## config.mk

```make
export PLATFORM = sky130hd
export DESIGN_NAME = base32_stream_encoder
export DESIGN_NICKNAME = d
export VERILOG_FILES = /design/src/hw/rtl/b32enc_pkg.sv /design/src/hw/rtl/b32enc_front.sv /design/src/hw/rtl/b32enc_queue.sv /design/src/hw/rtl/b32enc_back.sv /design/src/hw/rtl/base32_stream_encoder.sv
export SDC_FILE = /design/constraint.sdc
export NUM_CORES = 1
export LEC_CHECK = 0
export BUFFER_PORTS_ARGS = -buffer_cell sky130_fd_sc_hd__buf_2
export CAP_MARGIN = 20
export CELL_PAD_IN_SITES_DETAIL_PLACEMENT = 1
export CELL_PAD_IN_SITES_GLOBAL_PLACEMENT = 2
export CORE_ASPECT_RATIO = 1.1
export CORE_MARGIN = 8
export CORE_UTILIZATION = 46
export CTS_CLUSTER_SIZE = 14
export DETAILED_ROUTE_END_ITERATION = 8
export PLACE_DENSITY = 0.89
export SLEW_MARGIN = 10
export SYNTH_ARGS = -nofsm -noshare
export SYNTH_HDL_FRONTEND = slang
export SYNTH_SLANG_ARGS = --single-unit
```

## constraint.sdc

```tcl
create_clock -name clk -period 8.7 [get_ports clk]
set_input_delay 0 -clock clk [delete_from_list [all_inputs] [get_ports clk]]
set_output_delay 0 -clock clk [all_outputs]
set_load 0.05 [all_outputs]
```

## src/hw/rtl/b32enc_pkg.sv

```systemverilog
// shared types, constants and the symbol lookup for the base32 encoder
// no dependencies; used by front end, job queue, back end and top level

package b32enc_pkg;

    localparam int QUEUE_DEPTH = 2;
    localparam int QUEUE_PTR_W = (QUEUE_DEPTH > 1) ? $clog2(QUEUE_DEPTH) : 1;
    localparam int QUEUE_CNT_W = $clog2(QUEUE_DEPTH + 1);

    localparam logic [7:0] PAD_CHAR   = 8'h3D;
    localparam logic [7:0] CHAR_UPPER = 8'h41;
    localparam logic [7:0] CHAR_DIGIT = 8'h32;
    localparam logic [4:0] SYM_DIGITS = 5'd26;
    localparam logic [3:0] GROUP_LEN  = 4'd8;

    // one byte worth of work: data symbols in order, then padding
    typedef struct packed {
        logic [2:0][4:0] sym;
        logic [1:0]      nchar;
        logic [2:0]      npad;
        logic            last;
    } job_t;

    function automatic logic [7:0] sym_to_char(input logic [4:0] sym);
        logic [7:0] result;
        if (sym < SYM_DIGITS)
        begin
            result = CHAR_UPPER + {3'b000, sym};
        end
        else
        begin
            result = CHAR_DIGIT + {3'b000, sym - SYM_DIGITS};
        end
        return result;
    endfunction

endpackage

```

## src/hw/rtl/b32enc_front.sv

```systemverilog
// front end: takes input transfers, slices pending bits into symbols, plans padding
// depends on b32enc_pkg for job_t and group constants

module b32enc_front (
    input  logic               clk,
    input  logic               rst_n,
    input  logic               in_valid,
    input  logic [7:0]         data_byte,
    input  logic               last_byte,
    input  logic               queue_full,
    output logic               in_stall,
    output logic               push,
    output b32enc_pkg::job_t   job
);

    logic [3:0]  pend_reg, pend_next;
    logic [2:0]  cnt_reg, cnt_next;
    logic [2:0]  gp_reg, gp_next;

    logic [11:0] bits;
    logic [3:0]  total;
    logic        two;
    logic [2:0]  rem;
    logic [4:0]  sym0, sym1, sym_left;
    logic        have_left;
    logic [1:0]  nchar;
    logic [2:0]  gp_after;
    logic [2:0]  pad;
    logic [3:0]  room;

    assign in_stall = queue_full;
    assign push     = in_valid && !queue_full;

    always_comb
    begin
        bits      = {pend_reg, data_byte};
        total     = {1'b0, cnt_reg} + 4'd8;
        two       = (total >= 4'd10);
        rem       = two ? 3'(total - 4'd10) : 3'(total - 4'd5);
        sym0      = 5'(bits >> (total - 4'd5));
        sym1      = 5'(bits >> (total - 4'd10));
        sym_left  = 5'(bits << (3'd5 - rem));
        have_left = last_byte && (rem != 3'd0);
        nchar     = 2'd1 + {1'b0, two} + {1'b0, have_left};
        gp_after  = gp_reg + {1'b0, nchar};
        pad       = last_byte ? (3'd0 - gp_after) : 3'd0;
        room      = b32enc_pkg::GROUP_LEN - {2'b00, nchar};

        job.sym[0] = sym0;
        job.sym[1] = two ? sym1 : sym_left;
        job.sym[2] = sym_left;
        job.nchar  = nchar;
        // never more than one group of characters per byte
        job.npad   = ({1'b0, pad} > room) ? room[2:0] : pad;
        job.last   = last_byte;

        pend_next = pend_reg;
        cnt_next  = cnt_reg;
        gp_next   = gp_reg;
        if (push)
        begin
            if (last_byte)
            begin
                pend_next = 4'd0;
                cnt_next  = 3'd0;
                gp_next   = 3'd0;
            end
            else
            begin
                pend_next = bits[3:0];
                cnt_next  = rem;
                gp_next   = gp_after;
            end
        end
    end

    always_ff @(posedge clk or negedge rst_n)
    begin
        if (!rst_n)
        begin
            pend_reg <= 4'd0;
            cnt_reg  <= 3'd0;
            gp_reg   <= 3'd0;
        end
        else
        begin
            pend_reg <= pend_next;
            cnt_reg  <= cnt_next;
            gp_reg   <= gp_next;
        end
    end

endmodule

```

## src/hw/rtl/b32enc_queue.sv

```systemverilog
// short job queue between front end and back end
// depends on b32enc_pkg for job_t and queue sizing

module b32enc_queue (
    input  logic               clk,
    input  logic               rst_n,
    input  logic               push,
    input  b32enc_pkg::job_t   push_job,
    input  logic               pop,
    output logic               full,
    output logic               head_valid,
    output b32enc_pkg::job_t   head_job
);

    localparam int DEPTH = b32enc_pkg::QUEUE_DEPTH;
    localparam int PTR_W = b32enc_pkg::QUEUE_PTR_W;
    localparam int CNT_W = b32enc_pkg::QUEUE_CNT_W;

    b32enc_pkg::job_t slot_reg [DEPTH];

    logic [PTR_W-1:0] wr_ptr_reg, wr_ptr_next;
    logic [PTR_W-1:0] rd_ptr_reg, rd_ptr_next;
    logic [CNT_W-1:0] count_reg, count_next;

    assign full       = (count_reg == CNT_W'(DEPTH));
    assign head_valid = (count_reg != '0);
    assign head_job   = slot_reg[rd_ptr_reg];

    always_comb
    begin
        wr_ptr_next = wr_ptr_reg;
        rd_ptr_next = rd_ptr_reg;
        count_next  = count_reg;
        if (push)
        begin
            wr_ptr_next = (wr_ptr_reg == PTR_W'(DEPTH - 1)) ? '0 : wr_ptr_reg + 1'b1;
        end
        if (pop)
        begin
            rd_ptr_next = (rd_ptr_reg == PTR_W'(DEPTH - 1)) ? '0 : rd_ptr_reg + 1'b1;
        end
        if (push && !pop)
        begin
            count_next = count_reg + 1'b1;
        end
        else if (pop && !push)
        begin
            count_next = count_reg - 1'b1;
        end
    end

    always_ff @(posedge clk)
    begin
        if (push)
        begin
            slot_reg[wr_ptr_reg] <= push_job;
        end
    end

    always_ff @(posedge clk or negedge rst_n)
    begin
        if (!rst_n)
        begin
            wr_ptr_reg <= '0;
            rd_ptr_reg <= '0;
            count_reg  <= '0;
        end
        else
        begin
            wr_ptr_reg <= wr_ptr_next;
            rd_ptr_reg <= rd_ptr_next;
            count_reg  <= count_next;
        end
    end

endmodule

```

## src/hw/rtl/b32enc_back.sv

```systemverilog
// back end: head job to output register, one character per cycle unless stalled
// depends on b32enc_pkg for job_t, the symbol lookup and the pad character

module b32enc_back (
    input  logic               clk,
    input  logic               rst_n,
    input  logic               head_valid,
    input  b32enc_pkg::job_t   head_job,
    output logic               pop,
    input  logic               out_stall,
    output logic               out_valid,
    output logic [7:0]         code_char,
    output logic               last_char
);

    logic [3:0] idx_reg, idx_next;
    logic       out_valid_reg, out_valid_next;
    logic [7:0] code_char_reg, code_char_next;
    logic       last_char_reg, last_char_next;

    logic [3:0] job_len;
    logic       fire;
    logic       final_char;

    assign out_valid = out_valid_reg;
    assign code_char = code_char_reg;
    assign last_char = last_char_reg;

    always_comb
    begin
        job_len    = {2'b00, head_job.nchar} + {1'b0, head_job.npad};
        fire       = head_valid && (!out_valid_reg || !out_stall);
        final_char = (idx_reg == job_len - 4'd1);
        pop        = fire && final_char;

        idx_next       = idx_reg;
        out_valid_next = out_valid_reg;
        code_char_next = code_char_reg;
        last_char_next = last_char_reg;

        if (fire)
        begin
            out_valid_next = 1'b1;
            if (idx_reg < {2'b00, head_job.nchar})
            begin
                code_char_next = b32enc_pkg::sym_to_char(head_job.sym[idx_reg[1:0]]);
            end
            else
            begin
                code_char_next = b32enc_pkg::PAD_CHAR;
            end
            last_char_next = head_job.last && final_char;
            idx_next       = final_char ? 4'd0 : idx_reg + 4'd1;
        end
        else if (!out_stall)
        begin
            out_valid_next = 1'b0;
        end
    end

    always_ff @(posedge clk or negedge rst_n)
    begin
        if (!rst_n)
        begin
            idx_reg       <= 4'd0;
            out_valid_reg <= 1'b0;
        end
        else
        begin
            idx_reg       <= idx_next;
            out_valid_reg <= out_valid_next;
        end
    end

    always_ff @(posedge clk)
    begin
        code_char_reg <= code_char_next;
        last_char_reg <= last_char_next;
    end

    // position within the head job stays inside it
    assert property (@(posedge clk) disable iff (!rst_n)
        head_valid |-> (idx_reg < job_len))
        else $error("character index past end of job");

    // no job in hand means the walk sits at its start
    assert property (@(posedge clk) disable iff (!rst_n)
        !head_valid |-> (idx_reg == 4'd0))
        else $error("character index moved without a job");

    // a job leaves the queue only with its final character going out
    assert property (@(posedge clk) disable iff (!rst_n)
        pop |=> (out_valid_reg && (last_char_reg == $past(head_job.last))))
        else $error("job retired without its final character");

endmodule

```

## src/hw/rtl/base32_stream_encoder.sv

```systemverilog
// base32 stream encoder: one input byte in, base32 characters out, '=' padded groups
// a byte's job is registered in the job queue, then each of its characters in the back end's output register
// throughput: one character per cycle while out_stall is low; a byte gives one or two characters, a last byte up to 8
// the output rate is set by the single-character output register in the back end
// reset: asynchronous, active low; clears bit state, queue pointers and output valid
// depends on b32enc_pkg, b32enc_front, b32enc_queue, b32enc_back

module base32_stream_encoder (
    input  logic       clk,
    input  logic       rst_n,
    input  logic       in_valid,
    output logic       in_stall,
    input  logic [7:0] data_byte,
    input  logic       last_byte,
    output logic       out_valid,
    input  logic       out_stall,
    output logic [7:0] code_char,
    output logic       last_char
);

    logic             push;
    logic             pop;
    logic             queue_full;
    logic             head_valid;
    b32enc_pkg::job_t push_job;
    b32enc_pkg::job_t head_job;

    b32enc_front u_front (
        .clk        (clk),
        .rst_n      (rst_n),
        .in_valid   (in_valid),
        .data_byte  (data_byte),
        .last_byte  (last_byte),
        .queue_full (queue_full),
        .in_stall   (in_stall),
        .push       (push),
        .job        (push_job)
    );

    b32enc_queue u_queue (
        .clk        (clk),
        .rst_n      (rst_n),
        .push       (push),
        .push_job   (push_job),
        .pop        (pop),
        .full       (queue_full),
        .head_valid (head_valid),
        .head_job   (head_job)
    );

    b32enc_back u_back (
        .clk        (clk),
        .rst_n      (rst_n),
        .head_valid (head_valid),
        .head_job   (head_job),
        .pop        (pop),
        .out_stall  (out_stall),
        .out_valid  (out_valid),
        .code_char  (code_char),
        .last_char  (last_char)
    );

endmodule

```

==> results.ini <==
[clock_network]
clkTransAtPathRegs_ns = 0.07
cts_made_buffers = 9
cts_tree = built
cts.sinks = 69
cts.htree.levels = 3
root_buffer = clkbuf_8
clock_latency_ns = 0.35
clk_path_buf_depth = 2
cts_setup_buffers = 0
cts_resized = 0
hold_buffers = 5

[global_route]
grt_max_degree = 22
antenna_found_initial = 0
track_usage_pct = 16.3
grt_overflow_total = 0
grt_first_pass_wirelength_um = 15800
grt_pass1_vias = 3063

[synth]
syn_area_per_cell_sq_um = 12.1
synthSimpleGateAreaFrac_pct = 10.1
async_flop_share_pct = 27.5
synth-compound-area-share_pct = 9.67
synth_xor_area_share_pct = 3.93
synth_fa_ha_area_share_pct = 6.86
synth_top_family_by_area = multiplexers
syn_area_sq_um = 4230
synth_ff_type = edfxtp_1
syn-num-nets = 386
synthCells = 351
synthMuxAreaShare_pct = 18.5
yosys_warnings = 0
synth.distinct_cells = 59
yosysSeqAreaShare_pct = 46.7
synth_seq_cells = 69
synth_edf_count = 50

[run_status]
status = finished clean

[route]
route.detailed.drc = 0
wl_per_cell_um = 19.3
drt_iter0_markers = 131
ant_nets = 0
dr_total_vias = 2828
first_pass_iters = 4
drt-total-wl_um = 9540
via_per_inst = 5.72

[floorplanning]
dieArea_sq_um = 12500
rows = 36
ios = 24
die_h_um = 117
die_x_um = 107
design.core.area_sq_um = 8920
start_util_pct = 47.5

[final_layout]
antenna_cells = 0
fillers = 940
drive_above_1_share_pct = 20.8
final_cell_mix = edfxtp_1, nand2_1, mux2i_1
seqCellArea_sq_um = 1980
multi_input_area_sq_um = 2080
largest_reg_flops = 42
final_common_cell = edfxtp_1
finalNetCount = 410
area_growth_pct = 10.1

[sta]
relSlewSlack_pct = 35.3
finalClockSkew_ns = 0.00859
period_share_pct = 64.7
final_hold_viol_count = 0
rsz0062_at_grt = no
slew_viol_final = 0
setup_viol = 0
min_period_ns = 5.63
tightestPinTransition_ns = 0.971
max_freq_ghz = 0.178
setup_tns_ns = 0

[worst_setup_path]
critical_path_required_ns = 8.88
crit_arrival_ns = 5.81
worst_setup_path_start_kind = flop
reg2regPathDepth = 20
path_max_fanout = 21
worstSetupPathType = reg2reg
endpoint_kind = flop

[worst_hold_path]
min_delay_path_depth = 3
hp-class = in2reg

[run]
maxCapViolations = 0

[place]
hpwl_um = 7010
gp_congestion = 0.838
port_buffers = 22

## area by class of cell
cell class / instances / share of cell area [%]
clock buffers: 12 / 3.12
clock inverters: 4 / 1.02
inverters: 23 / 1.85
multi-input cells: 243 / 44.7
flip-flops and latches: 69 / 42.4
well taps: 114 / 3.06
repair buffers: 29 / 3.76
## layer usage
metal / wire length, um / share of wire (%) / GRT usage, %
met3: 251 / 2.6 / 3.20
met1: 4170 / 44 / 18.7
met4: 195 / 2.0 / 6.48
met5: 0 / 0 / 0
met2: 4930 / 52 / 29.3
## worst paths after layout
path | to | slack [ns] | startpoint
setup / recovery | u_queue.slot_reg[1][2]$_DFFE_PP_ | 3.07 | u_front.cnt_reg[0]$_DFFE_PN0P_
max in group asynchronous | u_front.cnt_reg[0]$_DFFE_PN0P_ | 8.27 | rst_n
setup reg to reg | u_queue.slot_reg[1][2]$_DFFE_PP_ | 3.07 | u_front.cnt_reg[0]$_DFFE_PN0P_
min in group asynchronous | u_back.idx_reg[3]$_DFFE_PN0P_ | 0.12 | rst_n
hold / removal | u_front.pend_reg[2]$_DFFE_PN0P_ | 0.02 | data_byte[2]
hold reg to reg | u_queue.wr_ptr_reg$_DFFE_PN0P_ | 0.50 | u_queue.wr_ptr_reg$_DFFE_PN0P_
## critical path: stages, from the launching register on
cell      delay [ns]
dfrtp_1         0.86
inv_2           0.25
ha_1            0.30
xor2_1          0.66
and3_1          0.25
a31oi_1         0.06
o21ai_0         0.24
inv_1           0.07
ha_1            0.34
inv_1           0.11
ha_1            0.20
fa_1            0.48
inv_1           0.05
ha_1            0.29
nand2_1         0.11
inv_1           0.05
ha_1            0.30
a21oi_1         0.08
a221oi_1        0.29
and2_1          0.21
mux2i_1         0.24
## kinds of logic after synthesis
group	Yosys count
multiplexers	59
other	1
flip-flops	69
buffers and inverters	39
AND/OR/NAND/NOR	82
XOR/XNOR	19
adder cells (fa/ha/maj)	22
AO/OA/AOI/OAI	60
## synthesized netlist by cell type, types with 3 or more instances
library cell | instances | area [sq um]
nand2_1 | 30 | 113
inv_1 | 20 | 75.1
buf_2 | 5 | 25.0
dfrtp_1 | 19 | 475
mux2i_1 | 25 | 250
clkbuf_1 | 6 | 22.5
nand3_1 | 3 | 15.0
a211oi_1 | 4 | 30.0
a22oi_1 | 3 | 22.5
a21oi_1 | 7 | 35.0
a311oi_1 | 3 | 26.3
o31ai_1 | 3 | 22.5
xor2_1 | 7 | 61.3
a31oi_1 | 6 | 37.5
buf_4 | 4 | 30.0
ha_1 | 20 | 250
nor3_1 | 7 | 35.0
nor2_1 | 12 | 45.0
nand2b_1 | 7 | 43.8
o21ai_0 | 12 | 60.1
and2_1 | 6 | 37.5
xnor2_1 | 12 | 105
mux4_2 | 11 | 248
mux2_2 | 21 | 236
o22ai_1 | 6 | 37.5
edfxtp_1 | 50 | 1500
## per-stage QoR
stage          std cells  cell area (sq um)  worst slack [ns]  hold WS, ns  utilization, %
2_1_floorplan        351               4230              4.05       -0.296               -
3_3_place_gp         473               4410              3.39      -0.0328            49.5
3_5_place_dp         473               4410              3.16      -0.0294            49.5
4_1_cts              494               4650              3.07      0.00456            52.2
5_1_grt              494               4660              2.69       0.0357            52.2
6_report             494               4660              3.07       0.0234            52.2
Power is left out: the tool's default activity adds up to more than one toggle a clock period on the data nets, which glitch-free logic cannot reach.
